--- config.mk ---
export PLATFORM = sky130hd
export DESIGN_NAME = fst_cell
export DESIGN_NICKNAME = d
export VERILOG_FILES = /design/src/design/fst_pkg.sv /design/src/design/fst_cell.sv
export SDC_FILE = /design/constraint.sdc
export NUM_CORES = 1
export LEC_CHECK = 0
export BUFFER_PORTS_ARGS = -buffer_cell sky130_fd_sc_hd__buf_4
export CAP_MARGIN = 20
export CORE_AREA = 8 8 248 250
export CTS_CLUSTER_DIAMETER = 100
export DETAILED_ROUTE_END_ITERATION = 8
export DIE_AREA = 0 0 256 258
export HOLD_SLACK_MARGIN = 0.06
export PLACE_DENSITY_LB_ADDON = 0.2
export RECOVER_POWER = 100
export SYNTH_ARGS = -nofsm -noshare
export SYNTH_HDL_FRONTEND = slang
export SYNTH_SLANG_ARGS = --single-unit
--- constraint.sdc ---
create_clock -name clk -period 62 [get_ports clk]
set_input_delay 9.3 -clock clk [delete_from_list [all_inputs] [get_ports clk]]
set_output_delay 9.3 -clock clk [all_outputs]
set_load 0.02 [all_outputs]
--- src/design/fst_pkg.sv ---
// shared types and constants for the flow statistics table
package fst_pkg;

  // table geometry
  localparam int FLOW_SLOTS = 256;
  localparam int KEY_BITS   = 104;
  localparam int SLOT_W     = (FLOW_SLOTS > 1) ? $clog2(FLOW_SLOTS) : 1;
  // the key fields carry 104 bits, so a wider key setting adds nothing
  localparam int KEY_W      = (KEY_BITS < 104) ? KEY_BITS : 104;

  // result status codes
  typedef enum logic [1:0] {
    ST_UPDATED  = 2'd0,
    ST_INSERTED = 2'd1,
    ST_DROPPED  = 2'd2
  } status_t;

  // input beat
  typedef struct packed {
    logic [63:0] key_low;
    logic [39:0] key_high;
    logic [15:0] packet_length;
    logic [63:0] timestamp;
  } in_item_t;

  // result beat
  typedef struct packed {
    status_t     status;
    logic [7:0]  slot;
    logic [63:0] packets_now;
    logic [63:0] bytes_now;
    logic [63:0] drop_total;
  } out_item_t;

  // lookup record travelling down the chain
  typedef struct packed {
    logic              valid;
    logic              hit;
    status_t           status;
    logic [KEY_W-1:0]  key;
    logic [15:0]       len;
    logic [63:0]       ts;
    logic [SLOT_W-1:0] slot;
    logic [63:0]       packets;
    logic [63:0]       bytes;
  } probe_t;

endpackage

--- src/design/fst_cell.sv ---
// one table slot: key, counters and latest timestamp, plus one stage of the lookup chain
module fst_cell import fst_pkg::*; (
  input  logic              clk,
  input  logic              rst,
  input  logic              advance,
  input  logic [SLOT_W-1:0] cell_index,
  input  probe_t            probe_in,
  output probe_t            probe_out,
  output logic              used
);

  logic [KEY_W-1:0] key;
  logic [63:0]      packets;
  logic [63:0]      bytes;
  // held as part of the entry, no result reads it back
  logic [63:0]      stamp;
  probe_t           probe;
  probe_t           probe_next;

  logic             match;
  logic             claim;
  logic [63:0]      packets_next;
  logic [63:0]      bytes_next;

  // match against this slot, or take it when it is the first free one
  always_comb begin
    match        = used && (key == probe_in.key);
    claim        = probe_in.valid && !probe_in.hit && (match || !used);
    packets_next = match ? packets + 64'd1 : 64'd1;
    bytes_next   = match ? bytes + {48'd0, probe_in.len} : {48'd0, probe_in.len};
    probe_next   = probe_in;
    if (claim) begin
      probe_next.hit     = 1'b1;
      probe_next.status  = match ? ST_UPDATED : ST_INSERTED;
      probe_next.slot    = cell_index;
      probe_next.packets = packets_next;
      probe_next.bytes   = bytes_next;
    end
  end

  // slot entry and hand-on of the record
  always_ff @(posedge clk) begin
    if (rst) begin
      used        <= 1'b0;
      probe.valid <= 1'b0;
    end else if (advance) begin
      probe <= probe_next;
      if (claim) begin
        used    <= 1'b1;
        key     <= probe_in.key;
        packets <= packets_next;
        bytes   <= bytes_next;
        stamp   <= probe_in.ts;
      end
    end
  end

  assign probe_out = probe;

endmodule

Word-level counts from Yosys, hierarchy flattened

Index checks and enable logic that the tools add are counted.

Flip-flop bits (word level): 557

Add/sub/neg operators: 2
Equal/unequal tests: 1
Muxes and demuxes: 5
Bitwise logic cells: 1
Reduce and logical (&&, ||, !) cells: 9

Operator list:

| operator              | number |
|---|---|
| $mux 136              | 1 |
| $mux 64               | 2 |
| $eq 104x104->1        | 1 |
| $add 64x1->64 const B | 1 |
| $add 64x16->64        | 1 |
| $reduce_and 2->1      | 2 |
| $logic_and 1x1->1     | 3 |
| $reduce_and 3->1      | 1 |
| $logic_not 1->1       | 2 |
| $mux 2                | 1 |
| $logic_or 1x1->1      | 1 |
| $mux 1                | 1 |
| $not 1->1             | 1 |

Logic depth before layout (Yosys ltp)

Gate-level depths: netlist of the first run.

Depth after elaboration: 5
Depth in mapped cells: 10
Gate-level depth less buffers: 9

Worst setup path before layout of the first run

OpenSTA, ideal clock, no wires.

Path kind: in2reg
From: input port rst
To: register bytes[0], enable pin
Setup time: 851 ps
Data arrival time: 33,194 ps
Slack: 27,955 ps
Stages on the path: 2
Path buffers: 0
Cells stage by stage: nor2b_1 -> nor2b_1

Word-level cells in the longest chain between the ends: 2

RTL lines:

| item                              | RTL line       | source |
|---|---|---|
| start, declared                   | fst_cell.sv:4  | `input logic rst,` |
| $not 1->1 (no source line)        | -              |  |
| $reduce_and 3->1 (no source line) | -              |  |
| end signal, assigned              | fst_cell.sv:52 | `bytes <= bytes_next;` |
| end, declared                     | fst_cell.sv:14 | `logic [63:0] bytes;` |

Every way passes these cells.
A chain may end at the register's enable or synchronous reset.

Worst setup path after layout of the first run

From: input port probe_in[262] in the netlist's numbering
To: register key[24], enable pin

Word-level cells in the longest chain between the ends: 5

RTL lines:

| item                              | RTL line       | source |
|---|---|---|
| start, declared                   | fst_cell.sv:7  | `input probe_t probe_in,` |
| $eq 104x104->1                    | fst_cell.sv:27 | `match = used && (key == probe_in.key);` |
| $logic_and 1x1->1                 | fst_cell.sv:27 |  |
| $logic_or 1x1->1                  | fst_cell.sv:28 | `claim = probe_in.valid && !probe_in.hit && (match \|\| !used);` |
| $logic_and 1x1->1                 | fst_cell.sv:28 |  |
| $reduce_and 3->1 (no source line) | -              |  |
| end signal, assigned              | fst_cell.sv:50 | `key <= probe_in.key;` |
| end, declared                     | fst_cell.sv:12 | `logic [KEY_W-1:0] key;` |

Every way passes these cells.

==> results of run 1 <==
[kinds of logic (layout without fill, tap and decap cells)]
kind of cell,count (synthesis),in the layout,synth area share
DFF,557,557,0.702
and+or+nand+nor,522,522,0.113
xor gates and xnor gates,212,212,0.0780
AOI/OAI and AO/OA,132,132,0.0353
muxes,99,99,0.0482
buffers and inverters,80,800,0.0144
adders and majority gates,18,18,0.00977
other,0,5,0
[final cells by class]
type	instances	area (µm²)	share of cell area
diodes	5	12.5	0.000422
clock buffers	68	1510	0.0509
clock inverters	39	338	0.0114
inverters	20	75.1	0.00253
multi-input cells	983	6730	0.227
flip-flops and latches	557	16700	0.563
well taps	765	957	0.0323
repair buffers	673	3350	0.113
[power by group through the flow]
stage | clock network, mW | registers (mW) | logic [mW]
final | 0.341 | 0.438 | 0.0728
after global routing | 0.362 | 0.439 | 0.0782
after CTS | 0.350 | 0.436 | 0.0874
after detailed placement | 0 | 0.444 | 0.0872
after global placement | 0 | 0.443 | 0.0862
after floorplan | 0 | 0.465 | 0.0223
[sequential cells by signal, summed over array words and instances, names as in the netlist]
name / count
packets: 64
probe_out: 324
bytes: 64
used: 1
key: 104
[per-layer routing]
layer / wire (µm) / track usage / vias to the layer above
li1: - / - / 7469
met1: 29200 / 0.260 / 7869
met2: 35500 / 0.349 / 628
met3: 4640 / 0.0470 / 105
met4: 1700 / 0.0562 / 4
met5: 22 / 0 / -
[metrics by stage]
step	util	power (mW)	std cells	hold WS, ps	instance area, µm²
after CTS	0.548	0.874	3103	514	31400
after global placement	0.516	0.529	2995	478	29600
final	0.517	0.851	3110	506	29700
after floorplan	-	0.488	1620	579	23800
after detailed placement	0.516	0.531	2996	496	29600
after global routing	0.517	0.879	3109	544	29700
[how the worst min path moves through the flow]
stage	to	slack, ps
floorplan	probe_out[323]	580
global placement	probe_out[323]	480
detailed placement	probe_out[323]	500
CTS	probe_out[323]	510
global route	probe_out[323]	540
finish	probe_out[323]	510
[worst reg2reg max path: stages, from the launching register on]
cell and delay, ps:
edfxtp_1 390, xor2_1 190, nor4_1 690, nand4_1 180, nor4_1 980, a31oi_4 140, clkbuf_1 1480, nor2b_1 2590
clkbuf_1 1890, clkbuf_1 1630, clkbuf_1 2090
[synth_stat cells (6+ instances only)]
cell type  count  share of area
edfxtp_1     555           0.70
xor2_1       167          0.061
nor2_1       141          0.022
nand2_1      105          0.017
mux2_2        89          0.042
o21ai_0       60          0.013
nand4_1       59          0.016
nand3_1       56          0.012
nor4_1        46          0.012
xnor2_1       45          0.017
clkbuf_1      31         0.0049
and3_1        30         0.0079
buf_2         28         0.0059
nor3_1        25         0.0053
inv_1         20         0.0032
a21oi_1       18         0.0038
ha_1          17         0.0089
and4_1        12         0.0044
nor2b_1       11         0.0029
mux2_4         9         0.0057
o2111ai_1      7         0.0026
or4_1          7         0.0022
a21o_1         6         0.0019
and2_1         6         0.0016
[layout by cell type, fill, tap and decap left out, types with 25 or more instances in the layout]
cell         n
nor2_1     141
nand3_1     56
clkbuf_4    64
clkbuf_16   59
xnor2_1     45
and3_1      30
o21ai_0     65
nor4_1      46
buf_4      152
mux2_2      82
xor2_1     167
edfxtp_1   555
nand4_1     59
nand2_1    105
nor3_1      25
clkbuf_1   465
==> flow_summary_export.csv, run 1 <==
group,metric,value,unit
outcome,run_status,"finished with violations",
outcome,violations,"capacitance limit, slew limit",
final_layout,drive_above_1_share,0.170,
detailed_routing,vias,16100,
critical_path,required,62170,ps
timing,hold_viol,0,
critical_path,crit_cells,11,
cts,postCtsHoldBufs,0,
critical_path,r2r-start,"key[58]",
floorplanning,dieArea,0.0660,mm²
job,max_cap_viol_count,12,
floorplanning,start_util,0.415,
floorplanning,die_h,258,µm
final_layout,final_nets,2647,
critical_path,path_max_fanout,67,
synth,synth-edff-count,555,
timing,drv_slew,837,
critical_path,path_class,"in -> reg",
timing,slew_headroom,-5.93,
power,p_switching,0.198,mW
critical_path,crit_path_end_kind,"flop",
power,p_leak,10.1,nW
power,p_int,0.653,mW
timing,skew,20.8,ps
detailed_routing,wire_per_inst,22.9,µm
placement,dpl.hpwl,52800,µm
min_path,worstHoldStart,"probe_out[323]",
global_routing,grt_max_degree,182,
synth,async_flop_share,0,
timing,fmax,47.3,MHz
cts,cts_buffers,59,
detailed_routing,drt-initial-drc-count,1390,
detailed_routing,vias_per_cell,5.17,
synth,avgSynthCellArea,14.7,µm²
global_routing,grt_pass1_vias,16200,
power,swShare,0.233,
critical_path,cp_num_buf_inv,5,
global_routing,grt.total_usage,0.204,
placement,place_congestion,0.886,
cts,cts.sinks,557,
synth,syn-cell-area,0.0238,mm²
final_layout,syn_to_final_growth,24.6,%
detailed_routing,ant_nets,0,
timing,finalSetupTns,0,ps
critical_path,critPathSlowestCell,"nor2b_1",
synth,synthFlopType,"edfxtp_1",
cts,clk_pin_slew,60,ps
synth,yosys_warnings,0,
cts,postCtsResizedCells,0,
synth,postSynthCellCount,1620,
cts,cts_setup_buffers,0,
cts,clk_path_buf_depth,3,
timing,period_share,0.341,
synth,syn-num-nets,1973,
critical_path,crit_path_frequent_cell,"clkbuf_1",
detailed_routing,wirelength,71100,µm
critical_path,cp.arrival,21320,ps
min_path,holdCritPathClass,"reg -> reg",
power,peakVddDrop,0.0210,mV
critical_path,crit_chain,"clkbuf_1, xor2_1, nor4_1, nand4_1, nor4_1, a31oi_4, clkbuf_1, nor2b_1, clkbuf_1, clkbuf_1, clkbuf_1",
critical_path,r2r_setup_slack,49280,ps
power,seqPwrFrac,0.514,
detailed_routing,drc_errors,0,
timing,final.setup.worst_slack,40850,ps
cts,worstSkewPairLatency,610,ps
critical_path,setup.worst_path.end,"key[24]",
critical_path,crit_start,"probe_in[262]",
timing,tightest_slew,10400,ps
placement,post-place-ws,47290,ps
power,clockPowerShare,0.400,
final_layout,fill_cells,5232,
placement,numPortBuffers,659,
global_routing,grt_overflow,0,
critical_path,critPathTopFamily,"buffers and inverters",
power,powerDensity,28.7,mW/mm²
floorplanning,core,0.0574,mm²
cts,htree_num_levels,2,
min_path,hold_depth,2,
critical_path,start_kind,"input port",
floorplanning,die_x,256,µm
global_routing,antenna_found_initial,7,
cts,cts_tree,"yes",
critical_path,reg2regPathDepth,10,
timing,rsz0062_at_grt,"no",
floorplanning,rows,88,
timing,setup_viol,0,
cts,clockRootBuffer,"clkbuf_16",
critical_path,cp_slowest_stage_delay,2560,ps
detailed_routing,first_pass_iters,5,
critical_path,regToRegEndpoint,"key[24]",
timing,finalCriticalPeriod,21150,ps
global_routing,grt_pass1_wl,105000,µm
synth,ys_ff_latch,557,
power,pwr-share-comb,0.086,
floorplanning,design.portCount,660,
synth,ys_seq_area_frac,0.702,
synth,yosysUniqueCellTypes,59,
Note: power is estimated with default switching activity, not from simulation.
==> run 2: changes to the inputs <==
CORE_AREA = 8 8 253 255   (was 8 8 248 250)
DIE_AREA = 0 0 261 263   (was 0 0 256 258)
clock period = 19.1 ns   (was 62 ns; I/O delays follow)
==> run 2 against run 1 <==
Against the previous run:
- the run still ends with capacitance limit, slew limit left
- routed wire length rose by 1.7%
- via count up 0.19%
- core utilization is 1.8 points lower
- largest cell class unchanged
- highest routed layer unchanged
==> flow_summary_export.csv, run 2 (same netlist as run 1, synthesis figures left out) <==
group,metric,value,unit
detailed_routing,vias,16100,
timing,rsz0062_at_grt,"no",
final_layout,final_common_cell,"edfxtp_1",
floorplanning,start_util,0.397,
critical_path,cp.arrival,11730,ps
power,p_leak,10.2,nW
cts,cts_buffers,59,
cts,clk_pin_slew,60,ps
critical_path,crit_path_frequent_cell,"clkbuf_1",
placement,numPortBuffers,659,
cts,clockRootBuffer,"clkbuf_16",
critical_path,required,19340,ps
critical_path,cp_slowest_stage_delay,2940,ps
global_routing,grt_overflow,0,
timing,drv_slew,583,
timing,finalCriticalPeriod,11480,ps
cts,postCtsHoldBufs,0,
timing,period_share,0.601,
outcome,violations,"capacitance limit, slew limit",
critical_path,path_class,"in -> reg",
detailed_routing,wire_per_inst,23.1,µm
detailed_routing,drc_errors,0,
power,peakVddDrop,0.0715,mV
critical_path,r2r_setup_slack,9620,ps
global_routing,grt_pass1_vias,16500,
placement,place_congestion,0.860,
critical_path,critPathSlowestCell,"clkbuf_1",
min_path,holdCritPathClass,"reg -> reg",
cts,cts_setup_buffers,0,
final_layout,final_nets,2646,
global_routing,grt_max_degree,180,
floorplanning,design.portCount,660,
cts,clk_path_buf_depth,3,
critical_path,path_max_fanout,69,
cts,htree_num_levels,2,
timing,fmax,87.1,MHz
placement,dpl.hpwl,54000,µm
final_layout,fill_cells,5527,
detailed_routing,drt-initial-drc-count,1186,
timing,tightest_slew,8030,ps
detailed_routing,ant_nets,0,
job,max_cap_viol_count,9,
detailed_routing,vias_per_cell,5.15,
final_layout,largest_reg_flops,324,
floorplanning,dieArea,0.0686,mm²
timing,skew,13.0,ps
power,powerDensity,95.7,mW/mm²
cts,postCtsResizedCells,0,
cts,cts.sinks,557,
detailed_routing,wirelength,72300,µm
global_routing,grt_pass1_wl,105000,µm
floorplanning,die_x,261,µm
cts,cts_tree,"yes",
global_routing,antenna_found_initial,10,
timing,slew_headroom,-4.36,
floorplanning,rows,90,
critical_path,crit_path_end_kind,"flop",
final_layout,drive_above_1_share,0.173,
global_routing,grt.total_usage,0.201,
timing,setup_viol,0,
timing,hold_viol,0,
floorplanning,core,0.0599,mm²
final_layout,syn_to_final_growth,25.7,%
outcome,run_status,"finished with violations",
critical_path,crit_chain,"clkbuf_1, xor2_1, nor4_1, nand4_1, nor4_1, a31oi_4, nor2b_1, clkbuf_1, clkbuf_1, buf_4",
detailed_routing,first_pass_iters,5,
cts,worstSkewPairLatency,620,ps
critical_path,start_kind,"input port",
final_layout,postLayoutCoreUtil,0.499,
timing,finalSetupTns,0,ps
final_layout,mostFrequentLayoutCells,"edfxtp_1, clkbuf_1, xor2_1, buf_4, nor2_1",
floorplanning,die_h,263,µm
==> run 2: cell types whose count changed in the layout (fill, tap and decap cells not counted) <==
cell,before,now
buf_12,1,2
clkinv_16,0,1
mux2_2,82,83
clkbuf_16,59,60
clkbuf_4,64,65
diode_2,5,6
clkinv_1,16,14
inv_16,0,1
clkinv_8,2,0
mux2_1,16,15
clkbuf_1,465,462
bufinv_16,5,11
clkinv_2,11,8
==> run 2: cell type report <==
cell class                 instances  area, µm²  area share
antenna                            6       15.0    0.000502
clock buffer                      69       1540      0.0513
clock inverter                    40        513      0.0171
inverter                          20       75.1     0.00251
multi-input combinational        983       6730       0.225
sequential                       557      16700       0.558
tap                              782        978      0.0327
timing repair buffer             672       3370       0.113
==> run 2: worst paths after layout <==
| path | start | end | depth (start not counted) |
|---|---|---|---|
| max | probe_in[272] | bytes[31] | 10 |
| min | probe_out[323] | probe_out[323] | 2 |
| max reg2reg | key[50] | bytes[31] | 9 |
| min reg2reg | probe_out[323] | probe_out[323] | 2 |
==> run 2: routing by layer <==
metal | share of wire | GRT usage | vias to the layer above
met5 | 0.00076 | 0 | -
met4 | 0.032 | 0.0653 | 8
met3 | 0.075 | 0.0530 | 124
met2 | 0.49 | 0.342 | 592
met1 | 0.40 | 0.247 | 7903
li1 | - | - | 7479
==> run 2: worst max-delay path: cells and delay by family <==
kind | cells | cell delay [ps]
compound gates | 1 | 170
xor+xnor | 1 | 170
buf+inv | 4 | 4870
simple gates | 4 | 3530
==> run 2: where the power goes <==
group | total [mW] | switching [mW] | internal, mW
sequential | 1.42 | 0.0143 | 1.40
combinational | 0.238 | 0.155 | 0.0828
clock | 1.21 | 0.485 | 0.724
total | 2.86 | 0.655 | 2.21
==> run 2: per-stage QoR <==
step                hold slack [ps]  power [mW]  setup slack [ps]  instances  instance area [µm²]
detailed placement              510        1.72             11490       3011                29600
finish                          509        2.86              7620       3129                29900
global placement                488        1.72             11560       3011                29600
CTS                             527        2.94             12170       3120                31700
floorplan                       579        1.57              1020       1620                23800
global route                    582        2.96              6940       3129                29900
==> run 3: changes to the inputs <==
clock period = 10.25 ns   (was 19.1 ns; I/O delays follow)
==> run 3 against run 2 <==
Against the previous run:
- the run still ends with capacitance limit, slew limit left
- global-route usage decreased by 0.14 points
- critical path depth decreased by 1
- clock skew increased by 7.9 ps
- register-to-register slack got worse by 5900 ps
- combinational power increased by 85%
- clock power increased by 75%
- cell count about the same
- flip-flop and latch count unchanged
- largest cell class unchanged
==> flow_summary_export.csv, run 3 (same netlist as run 1, synthesis figures left out) <==
group,metric,value,unit
detailed_routing,wire_per_inst,22.9,µm
cts,postCtsResizedCells,0,
detailed_routing,drt-initial-drc-count,1191,
floorplanning,die_x,261,µm
power,seqPwrFrac,0.507,
final_layout,syn_to_final_growth,25.1,%
timing,final.setup.worst_slack,3020,ps
job,max_cap_viol_count,6,
cts,cts_tree,"yes",
timing,period_share,0.706,
final_layout,drive_above_1_share,0.176,
cts,clk_pin_slew,60,ps
power,peakVddDrop,0.157,mV
floorplanning,design.portCount,660,
placement,place_area,0.0296,mm²
cts,clockRootBuffer,"clkbuf_16",
critical_path,start_kind,"input port",
detailed_routing,wl_met2,36100,µm
cts,cts_buffers,58,
power,power,5.20,mW
critical_path,path_class,"in -> reg",
power,pwr-share-comb,0.085,
detailed_routing,wirelength,71700,µm
global_routing,grt_max_degree,171,
cts,htree_num_levels,2,
global_routing,grt_pass1_vias,16200,
detailed_routing,route.met3.wl,6030,µm
power,swShare,0.230,
outcome,violations,"capacitance limit, slew limit",
global_routing,grt_pass1_wl,105000,µm
final_layout,largest_reg_flops,324,
detailed_routing,ant_nets,0,
detailed_routing,drc_errors,0,
floorplanning,start_util,0.397,
global_routing,antenna_found_initial,13,
timing,hold_viol,0,
detailed_routing,wl_met1,27900,µm
final_layout,mostFrequentLayoutCells,"edfxtp_1, clkbuf_1, xor2_1, buf_4, nor2_1",
critical_path,path_max_fanout,65,
timing,setup_viol,0,
detailed_routing,vias,16000,
timing,skew,20.9,ps
timing,rsz0062_at_grt,"no",
power,powerDensity,174,mW/mm²
power,clockPowerShare,0.408,
min_path,holdCritPathClass,"reg -> reg",
final_layout,fin_cells,3130,
timing,finalCriticalPeriod,7230,ps
floorplanning,rows,90,
cts,cts_setup_buffers,0,
cts,postCtsHoldBufs,0,
power,p_int,4.00,mW
cts,worstSkewPairLatency,610,ps
timing,slew_headroom,-2.03,
timing,fmax,138,MHz
timing,tightest_slew,4550,ps
floorplanning,core,0.0599,mm²
global_routing,grt_overflow,0,
cts,cts.sinks,557,
cts,clk_path_buf_depth,3,
placement,place_congestion,0.831,
detailed_routing,routed.top_layer,"met5",
critical_path,crit_path_end_kind,"flop",
final_layout,final_nets,2645,
timing,hold_ws,508,ps
critical_path,cp.arrival,7580,ps
power,p_leak,10.2,nW
floorplanning,dieArea,0.0686,mm²
final_layout,fin_area,0.0298,mm²
placement,numPortBuffers,659,
power,p_switching,1.20,mW
detailed_routing,first_pass_iters,6,
global_routing,grt.total_usage,0.199,
outcome,run_status,"finished with violations",
timing,drv_slew,414,
placement,dpl.cell_count,3013,
placement,dpl.hpwl,53300,µm
placement,post-place-ws,4220,ps
detailed_routing,vias_per_cell,5.12,
floorplanning,die_h,263,µm
critical_path,required,10600,ps
final_layout,final_common_cell,"edfxtp_1",
==> run 3: changes by cell type in the layout (fill, tap and decap cells not counted), sizes merged <==
cell and change:
clkinvlp -3, inv +1, clkbuf -1, diode +4, buf +3, bufinv -5, clkinv +2
==> run 3: power by group through the flow <==
stage / Sequential, mW / Combinational [mW] / Clock [mW]
after floorplan: 2.79 / 0.135 / 0
after CTS: 2.64 / 0.530 / 2.18
after detailed placement: 2.68 / 0.528 / 0
after global placement: 2.68 / 0.522 / 0
final: 2.64 / 0.440 / 2.12
after global routing: 2.65 / 0.473 / 2.26
==> run 3: critical path: stages <==
cell and delay (ps):
clkbuf_1 120, xor2_1 170, nor4_1 430, nand4_1 250, nor4_1 1250, nand3_1 1990
buf_4 990, mux2_1 470, mux2_2 270
==> run 3: layout make-up <==
class                   instances  area [µm²]
diodes                         10        25.0
clock buffers                  71        1570
clock inverters                35         342
fillers                      5603       30100
inverters                      20        75.1
multi-input cells             983        6720
flip-flops and latches        557       16700
well taps                     782         978
repair buffers                672        3370
==> run 3: metrics by stage <==
step | utilization | setup TNS [ps]
floorplan | - | -672250
detailed placement | 0.494 | 0
finish | 0.497 | 0
global route | 0.497 | 0
CTS | 0.526 | 0
global placement | 0.494 | 0
==> run 3: path summary, 6_finish.rpt <==
check | start | end | depth (start not counted) | slack (ps)
worst max-delay path | probe_in[226] | probe_out[3] | 9 | 3020
worst min-delay path | probe_out[323] | probe_out[323] | 2 | 510
worst max register to register | key[50] | probe_out[3] | 8 | 3700
worst min register to register | probe_out[323] | probe_out[323] | 2 | 510
==> run 3: routing by layer <==
metal  global-route usage  up-vias
met3               0.0605       98
li1                     -     7494
met2                0.340      562
met5                    0        -
met4               0.0585        6
met1                0.242     7877
