--- src/design/fst_pkg.sv ---
// shared types and constants for the flow statistics table
package fst_pkg;

  // table geometry
  localparam int FLOW_SLOTS = 256;
  localparam int KEY_BITS   = 104;
  localparam int SLOT_W     = (FLOW_SLOTS > 1) ? $clog2(FLOW_SLOTS) : 1;
  // the key fields carry 104 bits, so a wider key setting adds nothing
  localparam int KEY_W      = (KEY_BITS < 104) ? KEY_BITS : 104;

  // result status codes
  typedef enum logic [1:0] {
    ST_UPDATED  = 2'd0,
    ST_INSERTED = 2'd1,
    ST_DROPPED  = 2'd2
  } status_t;

  // input beat
  typedef struct packed {
    logic [63:0] key_low;
    logic [39:0] key_high;
    logic [15:0] packet_length;
    logic [63:0] timestamp;
  } in_item_t;

  // result beat
  typedef struct packed {
    status_t     status;
    logic [7:0]  slot;
    logic [63:0] packets_now;
    logic [63:0] bytes_now;
    logic [63:0] drop_total;
  } out_item_t;

  // lookup record travelling down the chain
  typedef struct packed {
    logic              valid;
    logic              hit;
    status_t           status;
    logic [KEY_W-1:0]  key;
    logic [15:0]       len;
    logic [63:0]       ts;
    logic [SLOT_W-1:0] slot;
    logic [63:0]       packets;
    logic [63:0]       bytes;
  } probe_t;

endpackage

--- src/design/fst_tail.sv ---
// end of the chain: drop counter, result register and chain advance
module fst_tail import fst_pkg::*; (
  input  logic      clk,
  input  logic      rst,
  input  probe_t    probe_in,
  input  logic      result_ready,
  output out_item_t result,
  output logic      result_valid,
  output logic      advance
);

  logic [63:0] drops;
  logic [63:0] drops_next;
  out_item_t   result_next;

  // the whole chain moves whenever the result register can take a beat
  assign advance = !result_valid || result_ready;

  // build the result beat
  always_comb begin
    drops_next = drops;
    if (probe_in.valid && !probe_in.hit) begin
      drops_next = drops + 64'd1;
    end
    if (probe_in.hit) begin
      result_next.status      = probe_in.status;
      result_next.slot        = 8'(probe_in.slot);
      result_next.packets_now = probe_in.packets;
      result_next.bytes_now   = probe_in.bytes;
    end else begin
      result_next.status      = ST_DROPPED;
      result_next.slot        = 8'd0;
      result_next.packets_now = 64'd0;
      result_next.bytes_now   = 64'd0;
    end
    result_next.drop_total = drops_next;
  end

  // result register and drop count
  always_ff @(posedge clk) begin
    if (rst) begin
      result_valid <= 1'b0;
      drops        <= 64'd0;
    end else if (advance) begin
      result_valid <= probe_in.valid;
      if (probe_in.valid) begin
        result <= result_next;
        drops  <= drops_next;
      end
    end
  end

endmodule

--- config.mk ---
export PLATFORM = sky130hd
export DESIGN_NAME = fst_tail
export DESIGN_NICKNAME = d
export VERILOG_FILES = /design/src/design/fst_pkg.sv /design/src/design/fst_tail.sv
export SDC_FILE = /design/constraint.sdc
export NUM_CORES = 1
export LEC_CHECK = 0
export BUFFER_PORTS_ARGS = -buffer_cell sky130_fd_sc_hd__buf_2
export CAP_MARGIN = 20
export CELL_PAD_IN_SITES_DETAIL_PLACEMENT = 1
export CELL_PAD_IN_SITES_GLOBAL_PLACEMENT = 2
export CORE_ASPECT_RATIO = 0.6
export CORE_MARGIN = 2
export CORE_UTILIZATION = 26
export CTS_BUF_LIST = sky130_fd_sc_hd__clkbuf_16
export DETAILED_ROUTE_END_ITERATION = 16
export PLACE_DENSITY_LB_ADDON = 0.1
export SLEW_MARGIN = 20
export SYNTH_ARGS = -nofsm -noshare
export SYNTH_HDL_FRONTEND = slang
export SYNTH_SLANG_ARGS = --single-unit
--- constraint.sdc ---
create_clock -name clk -period 13.6 [get_ports clk]
set_clock_uncertainty 0.15 [all_clocks]
set_input_delay 4.08 -clock clk [delete_from_list [all_inputs] [get_ports clk]]
set_output_delay 4.08 -clock clk [all_outputs]
set_load 0.02 [all_outputs]
# Word level (Yosys, flattened, before mapping)

Cells that the tools add are included.
W data, S select, Z words.

Register bits: 267
Input port bits: 327
Output and inout port bits: 204
Word-level logic and storage cells: 16

Add/sub/neg operators: 1
Muxes and demuxes: 1
Bitwise operators: 1
Reduce and logical (&&, ||, !) cells: 6

Operators by type and width:

| operator                | count |
|---|---|
| $add A64 B1 Y64 const B | 1 |
| $mux W64                | 1 |
| $reduce_and A3 Y1       | 1 |
| $logic_not A1 Y1        | 2 |
| $reduce_and A2 Y1       | 1 |
| $logic_and A1 B1 Y1     | 1 |
| $logic_or A1 B1 Y1      | 1 |
| $not A1 Y1              | 1 |

# Depth between registers and ports, before layout

Gate-level depths: netlist of run 1.

Word-level depth: 3
Depth in mapped cells: 7

# Worst setup path after synthesis of run 1

No wires, ideal clock.

Path kind: input-to-reg
Start: input port result_ready
End: register result[0] (netlist name) (enable)
Arrival time: 13.092 ns
Required time: 12.681 ns
Setup slack: -0.410 ns
Stages: 5
Path through: nor2b_1 inv_1 nand2_1 clkbuf_1 nor2_1

Word-level cells in the longest chain between the ends: 2

RTL lines:

| element                            | line           | text |
|---|---|---|
| start: declaration                 | fst_tail.sv:6  | `input logic result_ready,` |
| $logic_or A1 B1 Y1                 | fst_tail.sv:17 | `assign advance = !result_valid \|\| result_ready;` |
| via advance                        | fst_tail.sv:9  | `output logic advance` |
| $reduce_and A3 Y1 (no source line) | n/a            |  |
| end signal: assignment             | fst_tail.sv:47 | `result <= result_next;` |
| end: declaration                   | fst_tail.sv:7  | `output out_item_t result,` |

The timed path passes the listed nets, and every way through them passes these cells.
A chain may end at the register's enable or synchronous reset.

# Final worst setup path of run 1

Start: input port result_ready
End: output port advance

Word-level cells in the longest chain between the ends: 1

RTL lines:

| element            | line |
|---|---|
| $logic_or A1 B1 Y1 | fst_tail.sv:17 |
| end: declaration   | fst_tail.sv:9 |

No other way between the ends.

==> results of run 1 <==
sequential cells by signal, summed over array words and instances, names as in the netlist:
register	cells
result_valid	1
drops	64
result	202
layer usage:
metal / up-vias / share of wire
li1: 4016 / -
met1: 4135 / 0.47
met2: 187 / 0.45
met3: 42 / 0.061
met4: 0 / 0.020
met5: - / 0
cell type report:
class                           count  area (um^2)
Clock buffer                       29        725.7
Clock inverter                     22        138.9
Fill cell                        4844        28770
Inverter                            7        26.28
Multi-Input combinational cell    609         3799
Sequential cell                   267         7367
Tap cell                          579        724.4
Timing Repair Buffer              353         1784
cell families (layout without fill, tap and decap cells):
kind of cell,after synthesis,count (layout),synth area share
and+or+nand+nor,450,450,0.2254
DFF,267,267,0.6453
xor gates and xnor gates,92,92,0.07058
AOI/OAI and AO/OA,61,61,0.02959
buffers and inverters,61,411,0.02302
muxes,5,5,0.004932
adders and majority gates,1,1,0.001096
cells in the mapped netlist, drive strengths merged, types with 24 or more instances:
cell type,count,area [um^2]
edfxtp,202,6066
and2,142,888.4
nor2,82,307.8
dfxtp,65,1301
xor2,64,560.5
nand4,51,331.6
nand2,44,167.7
clkbuf,37,141.4
nand3,32,170.2
a21oi,31,155.2
xnor2,28,245.2
nor3,24,125.1
path summary, 6_finish.rpt:
check               start         to  slack, ns  cells past startpoint
max          result_ready    advance       4.26                      4
max reg2reg      drops[0]  drops[60]       9.75                      6
min reg2reg     drops[62]  drops[62]       0.35                      2
min             drops[62]  drops[62]       0.35                      2
per-stage QoR:
step	power [mW]	util	area (um^2)	setup slack, ns
floorplan	1.010	-	11420	3.011
global placement	1.068	0.3161	13700	4.224
detailed placement	1.069	0.3162	13700	4.210
CTS	1.831	0.3361	14570	4.216
global route	1.871	0.3361	14570	4.141
finish	1.795	0.3361	14570	4.261
critical path: cells and delay by family:
family	cells	cell delay, ns
AND/OR/NAND/NOR	1	0.46
buffers and inverters	3	0.58
power groups by stage:
stage	sequential, mW	clock [mW]	combinational, mW
4_1_cts	0.917	0.779	0.135
5_1_grt	0.919	0.809	0.143
6_report	0.916	0.747	0.132
2_1_floorplan	0.976	0	0.0338
3_5_place_dp	0.934	0	0.135
3_3_place_gp	0.933	0	0.134
==> impl_metrics.env, run 1 <==
export IMPL_status="complete, no violations"
export IMPL_postCtsSetupBuffers=0
export IMPL_clockPowerShare=0.416
export IMPL_drt_wl_total_um=36500
export IMPL_pwr_share_seq=0.511
export IMPL_grt_ovfl_total=0
export IMPL_ys_types=43
export IMPL_yosysSeqAreaShare=0.6453
export IMPL_first_iter_violations=394
export IMPL_viasPerCell=4.491
export IMPL_tightest_slew_ns=1.040
export IMPL_yosysWarnings=0
export IMPL_ys_ff_latch=267
export IMPL_numClockSinks=267
export IMPL_holdWs_ns=0.3489
export IMPL_tritoncts="built"
export IMPL_period_needed_ns=9.339
export IMPL_setup_viol=0
export IMPL_nets=1595
export IMPL_fin_tns_setup_ns=0
export IMPL_cpMaxStageDelayCell="nor2b_1"
export IMPL_busiest_layer="met2"
export IMPL_final_common_cell="buf_2"
export IMPL_slew_headroom=0.3069
export IMPL_clkLatencyLatePin_ns=0.56
export IMPL_max_freq_ghz=0.1071
export IMPL_synth_flop_cell="edfxtp_1"
export IMPL_max_stage_delay_ns=0.46
export IMPL_dpl_hpwl_um=26450
export IMPL_synth_edf_count=202
export IMPL_grt_use_met1=0.2278
export IMPL_crit_type="primary input to output port"
export IMPL_start_util=0.2634
export IMPL_h_tree_depth=1
export IMPL_io_pins=531
export IMPL_dr_pass1_iters=4
export IMPL_use_met2=0.2391
export IMPL_synthCells=937
export IMPL_arrival_ns=5.11
export IMPL_drcViolationCount=0
export IMPL_grtUsageMet3=0.02863
export IMPL_drv_cap=0
export IMPL_synth_avg_cell_area_um2=12.18
export IMPL_place_inst=1815
export IMPL_end_kind="output port"
export IMPL_vias=8380
export IMPL_area_delta_synth_final_pct=27.59
export IMPL_grt_max_degree=98
export IMPL_cp_start_kind="primary input"
export IMPL_antennaDiodeCount=0
export IMPL_dieArea_um2=45650
export IMPL_grt_antenna_before_repair=0
export IMPL_slew_violations=0
export IMPL_numCtsBuffers=29
export IMPL_final_cell_mix="346 x buf_2, 202 x edfxtp_1, 142 x and2_1"
export IMPL_gp_congestion=0.7654
export IMPL_worstPathMaxFanout=5
export IMPL_instances_no_fill=1866
export IMPL_grt_pass1_wl_um=54140
export IMPL_die_h_um=166.3
export IMPL_crit_path_cell_trace="buf_2, nor2b_1, inv_1, buf_2"
export IMPL_hold_class="flip-flop to flip-flop"
export IMPL_cp_required_ns=9.37
export IMPL_power_density_nw_per_um2=123.2
export IMPL_syn_nets=1265
export IMPL_rsz0062_at_grt="false"
export IMPL_fp_coreArea_um2=43330
export IMPL_num_rows=59
export IMPL_async_flop_share=0
export IMPL_cts_hold_buf=0
export IMPL_wl_per_cell_um=19.56
export IMPL_p_leak_nw=5.533
export IMPL_power_switching_mw=0.4212
export IMPL_period_share=0.6867
export IMPL_p_comb_frac=0.073
export IMPL_grt_pass1_vias=8420
export IMPL_clock_root_buffer="clkbuf_16"
export IMPL_path_clk_slew_ns=0.06
export IMPL_p_int_mw=1.374
export IMPL_crit_path_frequent_cell="buf_2"
export IMPL_clockBufferDepth=3
export IMPL_switching_share=0.2347
export IMPL_ant_nets=0
export IMPL_drive_gt1_frac=0.3201
export IMPL_cts_resized=0
export IMPL_ir_drop_uv=76.09
export IMPL_die_w_um=274.5
export IMPL_portBuffers=346
export IMPL_synth_area_um2=11420
export IMPL_hold_viol=0
export IMPL_track_usage=0.1558
No activity file was read; power rests on OpenSTA's default activity.
==> inputs of run 2 (changes only) <==
--- a/config.mk
+++ b/config.mk
@@ -5,13 +5,14 @@
 export SDC_FILE = /design/constraint.sdc
 export NUM_CORES = 1
 export LEC_CHECK = 0
+export ABC_AREA = 1
 export BUFFER_PORTS_ARGS = -buffer_cell sky130_fd_sc_hd__buf_2
 export CAP_MARGIN = 20
 export CELL_PAD_IN_SITES_DETAIL_PLACEMENT = 1
 export CELL_PAD_IN_SITES_GLOBAL_PLACEMENT = 2
 export CORE_ASPECT_RATIO = 0.6
 export CORE_MARGIN = 2
-export CORE_UTILIZATION = 26
+export CORE_UTILIZATION = 24
 export CTS_BUF_LIST = sky130_fd_sc_hd__clkbuf_16
 export DETAILED_ROUTE_END_ITERATION = 16
 export PLACE_DENSITY_LB_ADDON = 0.1
==> constraint.sdc (replaced) <==
create_clock -name clk -period 8.4 [get_ports clk]
set_clock_uncertainty 0.15 [all_clocks]
set_input_delay 2.52 -clock clk [delete_from_list [all_inputs] [get_ports clk]]
set_output_delay 2.52 -clock clk [all_outputs]
set_load 0.02 [all_outputs]
==> run 2 against run 1 <==
Via count grew 17%. Sequential share of layout area is 2.8 points lower. Flip-flop and latch count did not move. Global-route usage grew 0.073 points. Total power is 75% higher. Routed wire length grew 15%. Non-clock buffer count unchanged. Critical path depth unchanged. Count of clock-buffer cells in the layout grew 2. Synthesized cell count up 44%. Clock power rose by 70%. Final cell count up 27%. Critical path type unchanged. Largest power group unchanged.
==> impl_metrics.env, run 2 <==
export IMPL_area_delta_synth_final_pct=28.29
export IMPL_viasPerCell=4.142
export IMPL_period_needed_ns=5.748
export IMPL_fill_cells=5846
export IMPL_ys_ff_latch=267
export IMPL_nets=2025
export IMPL_cpMaxStageDelayCell="nor2_1"
export IMPL_max_freq_ghz=0.1740
export IMPL_synth_avg_cell_area_um2=8.920
export IMPL_grt_ovfl_total=0
export IMPL_fin_tns_setup_ns=0
export IMPL_grt_max_degree=94
export IMPL_whs_path_depth=2
export IMPL_arrival_ns=3.08
export IMPL_final_common_cell="nand2_1"
export IMPL_synth_flop_cell="edfxtp_1"
export IMPL_largest_registers="result (202), drops (64), result_valid (1)"
export IMPL_fin_util=0.3121
export IMPL_vias=9812
export IMPL_drt_wl_total_um=41950
export IMPL_setup_viol=0
export IMPL_io_pins=531
export IMPL_p_leak_nw=7.540
export IMPL_slew_headroom=0.3142
export IMPL_crit_path_frequent_cell="buf_2"
export IMPL_period_share=0.6843
export IMPL_tritoncts="built"
export IMPL_crit_type="primary input to output port"
export IMPL_numCtsBuffers=30
export IMPL_r2r_cells=7
export IMPL_dpl_hpwl_um=31680
export IMPL_top_register="result"
export IMPL_fp_coreArea_um2=49420
export IMPL_synth_area_um2=12020
export IMPL_h_tree_depth=1
export IMPL_dieArea_um2=51970
export IMPL_place_inst=2315
export IMPL_track_usage=0.1565
export IMPL_die_w_um=293.0
export IMPL_power_density_nw_per_um2=203.6
export IMPL_largest_reg_flops=202
export IMPL_tightest_slew_ns=1.029
export IMPL_synthCells=1348
export IMPL_syn_nets=1676
export IMPL_setup_slack_ns=2.652
export IMPL_end_kind="output port"
export IMPL_cts_hold_buf=0
export IMPL_postCtsSetupBuffers=0
export IMPL_path_clk_slew_ns=0.06
export IMPL_rsz0062_at_grt="false"
export IMPL_cts_resized=0
export IMPL_hold_viol=0
export IMPL_slew_violations=0
export IMPL_dpl_worst_slack_ns=2.646
export IMPL_grt_pass1_wl_um=60960
export IMPL_grt_antenna_before_repair=2
export IMPL_cp_required_ns=5.73
export IMPL_numClockSinks=267
export IMPL_die_h_um=177.4
export IMPL_drive_gt1_frac=0.2544
export IMPL_yosysWarnings=0
export IMPL_cp_start_kind="primary input"
export IMPL_gp_congestion=0.7630
export IMPL_drv_cap=0
export IMPL_dr_pass1_iters=5
export IMPL_first_iter_violations=495
export IMPL_ant_nets=0
export IMPL_final_cell_mix="365 x nand2_1, 345 x buf_2, 313 x inv_1"
export IMPL_instances_no_fill=2369
export IMPL_synth_top_area_frac=0.5045
export IMPL_grt_pass1_vias=9681
export IMPL_portBuffers=346
export IMPL_synth_most_common_cell="nand2_1"
export IMPL_synth_area_leaders="edfxtp_1 50%, nand2_1 11%, dfxtp_1 11%"
export IMPL_hold_class="flip-flop to flip-flop"
export IMPL_async_flop_share=0
export IMPL_ir_drop_uv=150.9
export IMPL_synth_edf_count=202
export IMPL_yosys_top_cells_count="365 x nand2_1, 304 x inv_1, 202 x edfxtp_1"
export IMPL_yosysSeqAreaShare=0.6127
export IMPL_start_util=0.2433
export IMPL_clockBufferDepth=3
export IMPL_synth_top_cell_by_area="edfxtp_1"
export IMPL_ys_types=27
export IMPL_drcViolationCount=0
export IMPL_crit_path_cell_trace="buf_2, nor2_1, inv_1, buf_2"
export IMPL_wl_per_cell_um=17.71
export IMPL_worstPathMaxFanout=2
export IMPL_clock_root_buffer="clkbuf_16"
export IMPL_status="complete, no violations"
export IMPL_clkLatencyLatePin_ns=0.57
export IMPL_num_rows=63
export IMPL_max_stage_delay_ns=0.21
## run 2: cell types whose count changed after synthesis, moves of 15 or more
cell     previous run  this run
a21oi_1            31        56
and2_1            142         0
inv_1               7       304
nand2_1            43       365
nand3_1            30        66
nand4_1            49        11
nor2_1             82        99
nor2_2              0        19
nor4_1             15         0
o21ai_1             0        32
or3_1              18         0
xnor2_1            28         1
xor2_1             64        21
## run 2: metal layers
metal,up-vias,part of all wire,global-route usage
met2,157,0.45,0.2386
met5,-,0.00031,0
met1,4705,0.50,0.2295
met3,47,0.038,0.02793
met4,2,0.020,0.03504
li1,4901,-,-
## run 2: metrics by stage
stage / hold slack, ns / power [mW] / instance area (um^2)
after floorplan: 0.3118 / 1.760 / 12030
after global placement: 0.3349 / 1.897 / 14500
after detailed placement: 0.3501 / 1.904 / 14500
after CTS: 0.3610 / 3.209 / 15420
after global routing: 0.3913 / 3.292 / 15430
final: 0.3591 / 3.140 / 15430
## run 2: logic make-up (layout without fill, tap and decap cells)
| logic type | Yosys count | in the layout | share of synthesized area |
|---|---|---|---|
| buf+inv | 342 | 712 | 0.1074 |
| xor+xnor | 22 | 22 | 0.01603 |
| other cells | 0 | 1 | 0 |
| flops | 267 | 267 | 0.6127 |
| fa+ha+maj | 1 | 1 | 0.001040 |
| compound gates | 119 | 119 | 0.05016 |
| simple gates | 597 | 597 | 0.2127 |
## run 2: critical path: cells and delay by family
family | cells | cell delay, ns
buffers and inverters | 3 | 0.35
and+or+nand+nor | 1 | 0.21
## run 2: final cells by class
cell class	instances	area, um^2	area share
antenna	1	2.502	0.0001622
clock buffer	31	775.7	0.05029
clock inverter	22	146.4	0.009490
inverter	306	1149	0.07446
multi-input combinational	739	3373	0.2187
sequential	267	7367	0.4776
tap	650	813.3	0.05272
timing repair buffer	353	1799	0.1166
## run 2: final timing paths
path | start | endpoint | slack [ns]
max | result_ready | advance | 2.65
min reg2reg | drops[1] | drops[1] | 0.36
min | drops[1] | drops[1] | 0.36
max reg2reg | result_valid | result[156] | 5.76
## run 2: power by group
group          switching, mW  total [mW]  internal (mW)
registers             0.0408        1.54           1.50
logic                  0.224       0.325          0.101
clock network          0.552        1.27          0.720
total                  0.816        3.14           2.32
==> inputs of run 3 (changes only) <==
--- a/config.mk
+++ b/config.mk
@@ -5,14 +5,14 @@
 export SDC_FILE = /design/constraint.sdc
 export NUM_CORES = 1
 export LEC_CHECK = 0
-export ABC_AREA = 1
+export ABC_AREA = 0
 export BUFFER_PORTS_ARGS = -buffer_cell sky130_fd_sc_hd__buf_2
 export CAP_MARGIN = 20
 export CELL_PAD_IN_SITES_DETAIL_PLACEMENT = 1
 export CELL_PAD_IN_SITES_GLOBAL_PLACEMENT = 2
 export CORE_ASPECT_RATIO = 0.6
 export CORE_MARGIN = 2
-export CORE_UTILIZATION = 24
+export CORE_UTILIZATION = 26
 export CTS_BUF_LIST = sky130_fd_sc_hd__clkbuf_16
 export DETAILED_ROUTE_END_ITERATION = 16
 export PLACE_DENSITY_LB_ADDON = 0.1
==> constraint.sdc (replaced) <==
create_clock -name clk -period 5.1 [get_ports clk]
set_clock_uncertainty 0.15 [all_clocks]
set_input_delay 1.53 -clock clk [delete_from_list [all_inputs] [get_ports clk]]
set_output_delay 1.53 -clock clk [all_outputs]
set_load 0.02 [all_outputs]
==> run 3 against run 2 <==
Non-clock buffer count increased by 8. Die area decreased by 12%. Largest power group unchanged. Routed wire length decreased by 14%. Critical endpoint unchanged. Highest routed layer is now met4. Total power increased by 56%. Core utilization increased by 2.8 points. Design area decreased by 4.4%.
==> impl_metrics.env, run 3 (synthesized netlist as in run 1, its figures left out) <==
export IMPL_dr_pass1_iters=4
export IMPL_worstSetupStartpoint="result_ready"
export IMPL_arrival_ns=2.14
export IMPL_drcViolationCount=0
export IMPL_h_tree_depth=1
export IMPL_num_rows=59
export IMPL_worstPathMaxFanout=5
export IMPL_min_from="drops[62]"
export IMPL_final_cell_mix="346 x buf_2, 202 x edfxtp_1, 142 x and2_1"
export IMPL_instances_no_fill=1879
export IMPL_cts_hold_buf=0
export IMPL_track_usage=0.1543
export IMPL_p_int_mw=3.741
export IMPL_gp_congestion=0.7614
export IMPL_pwr_share_seq=0.497
export IMPL_grt_pass1_wl_um=53740
export IMPL_rsz0062_at_grt="false"
export IMPL_grt_max_degree=101
export IMPL_drive_gt1_frac=0.3279
export IMPL_viasPerCell=4.431
export IMPL_hold_class="flip-flop to flip-flop"
export IMPL_design_area_um2=14750
export IMPL_start_util=0.2634
export IMPL_p_comb_frac=0.072
export IMPL_fin_tns_setup_ns=0
export IMPL_switching_share=0.2383
export IMPL_postCtsSetupBuffers=0
export IMPL_nets=1604
export IMPL_cts_resized=0
export IMPL_cp_required_ns=3.42
export IMPL_clkLatencyLatePin_ns=0.58
export IMPL_largest_reg_flops=202
export IMPL_vias=8326
export IMPL_status="complete, no violations"
export IMPL_max_freq_ghz=0.2617
export IMPL_tightest_slew_ns=0.9294
export IMPL_place_area_um2=13810
export IMPL_die_h_um=166.3
export IMPL_clockPowerShare=0.430
export IMPL_end_kind="output port"
export IMPL_final_common_cell="buf_2"
export IMPL_hold_viol=0
export IMPL_grt_pass1_vias=8379
export IMPL_tritoncts="built"
export IMPL_wl_per_cell_um=19.15
export IMPL_clock_root_buffer="clkbuf_16"
export IMPL_ir_drop_uv=203.7
export IMPL_drt_wl_total_um=35990
export IMPL_r2r_start="drops[0]"
export IMPL_ant_nets=0
export IMPL_setup_viol=0
export IMPL_power_switching_mw=1.170
export IMPL_grt_antenna_before_repair=1
export IMPL_power_density_nw_per_um2=333.0
export IMPL_top_register="result"
export IMPL_largest_registers="result (202), drops (64), result_valid (1)"
export IMPL_place_inst=1823
export IMPL_dieArea_um2=45650
export IMPL_crit_type="primary input to output port"
export IMPL_period_needed_ns=3.821
export IMPL_drv_cap=0
export IMPL_slew_headroom=0.3747
export IMPL_cp_start_kind="primary input"
export IMPL_die_w_um=274.5
export IMPL_first_iter_violations=451
export IMPL_fp_coreArea_um2=43330
export IMPL_fin_util=0.3404
export IMPL_slew_violations=0
export IMPL_period_share=0.7492
export IMPL_p_leak_nw=5.634
export IMPL_dpl_hpwl_um=25880
export IMPL_portBuffers=346
export IMPL_path_clk_slew_ns=0.06
export IMPL_io_pins=531
export IMPL_clockBufferDepth=3
export IMPL_area_delta_synth_final_pct=29.21
export IMPL_numCtsBuffers=30
export IMPL_grt_ovfl_total=0
export IMPL_numClockSinks=267
[run 3: cell count changes in the layout (fill, tap and decap cells not counted), moves of 18 or more]
cell and delta:
nand2_1 -323, inv_1 -297, a21oi_1 -25, nand4_1 +38, nand3_1 -36, or3_1 +18
xnor2_1 +27, and2_1 +142, xor2_1 +43, o21ai_1 -32, nor2_2 -19
[run 3: metal layers]
metal	up-vias	global-route usage	routed length [um]
li1	4040	-	-
met1	4064	0.2266	17500
met3	49	0.02834	1793
met5	-	0	0
met2	173	0.2341	15940
met4	0	0.03592	751
[run 3: layout make-up]
cell class                      instances  area, um^2
Timing Repair Buffer                  361        1882
Antenna cell                            1       2.502
Clock buffer                           31       775.7
Clock inverter                         24       161.4
Inverter                                7       28.78
Sequential cell                       267        7367
Tap cell                              579       724.4
Fill cell                            4836       28580
Multi-Input combinational cell        609        3809
[run 3: path summary, 6_finish.rpt]
path                    end  slack (ns)  depth (start not counted)
setup / recovery    advance        1.28                          4
hold / removal    drops[62]        0.35                          2
setup reg to reg  drops[54]        1.69                          6
hold reg to reg   drops[62]        0.35                          2
[run 3: critical path, cell delays in order]
cell and delay [ns]:
buf_2 0.11, nor2b_4 0.24, inv_4 0.09, buf_2 0.17
[run 3: through the flow]
stage | setup slack (ns) | power [mW] | hold slack, ns
6_report | 1.279 | 4.912 | 0.3498
3_5_place_dp | 0.8876 | 2.855 | 0.3222
3_3_place_gp | 0.9282 | 2.851 | 0.3132
4_1_cts | 1.265 | 5.001 | 0.3406
5_1_grt | 1.249 | 5.123 | 0.3674
2_1_floorplan | -0.3423 | 2.689 | 0.2961
[run 3: power groups by stage]
stage | Combinational (mW) | Sequential (mW) | Clock [mW]
after floorplan | 0.0934 | 2.60 | 0
after global placement | 0.363 | 2.49 | 0
after detailed placement | 0.366 | 2.49 | 0
after CTS | 0.366 | 2.44 | 2.19
after global routing | 0.387 | 2.45 | 2.29
final | 0.355 | 2.44 | 2.11
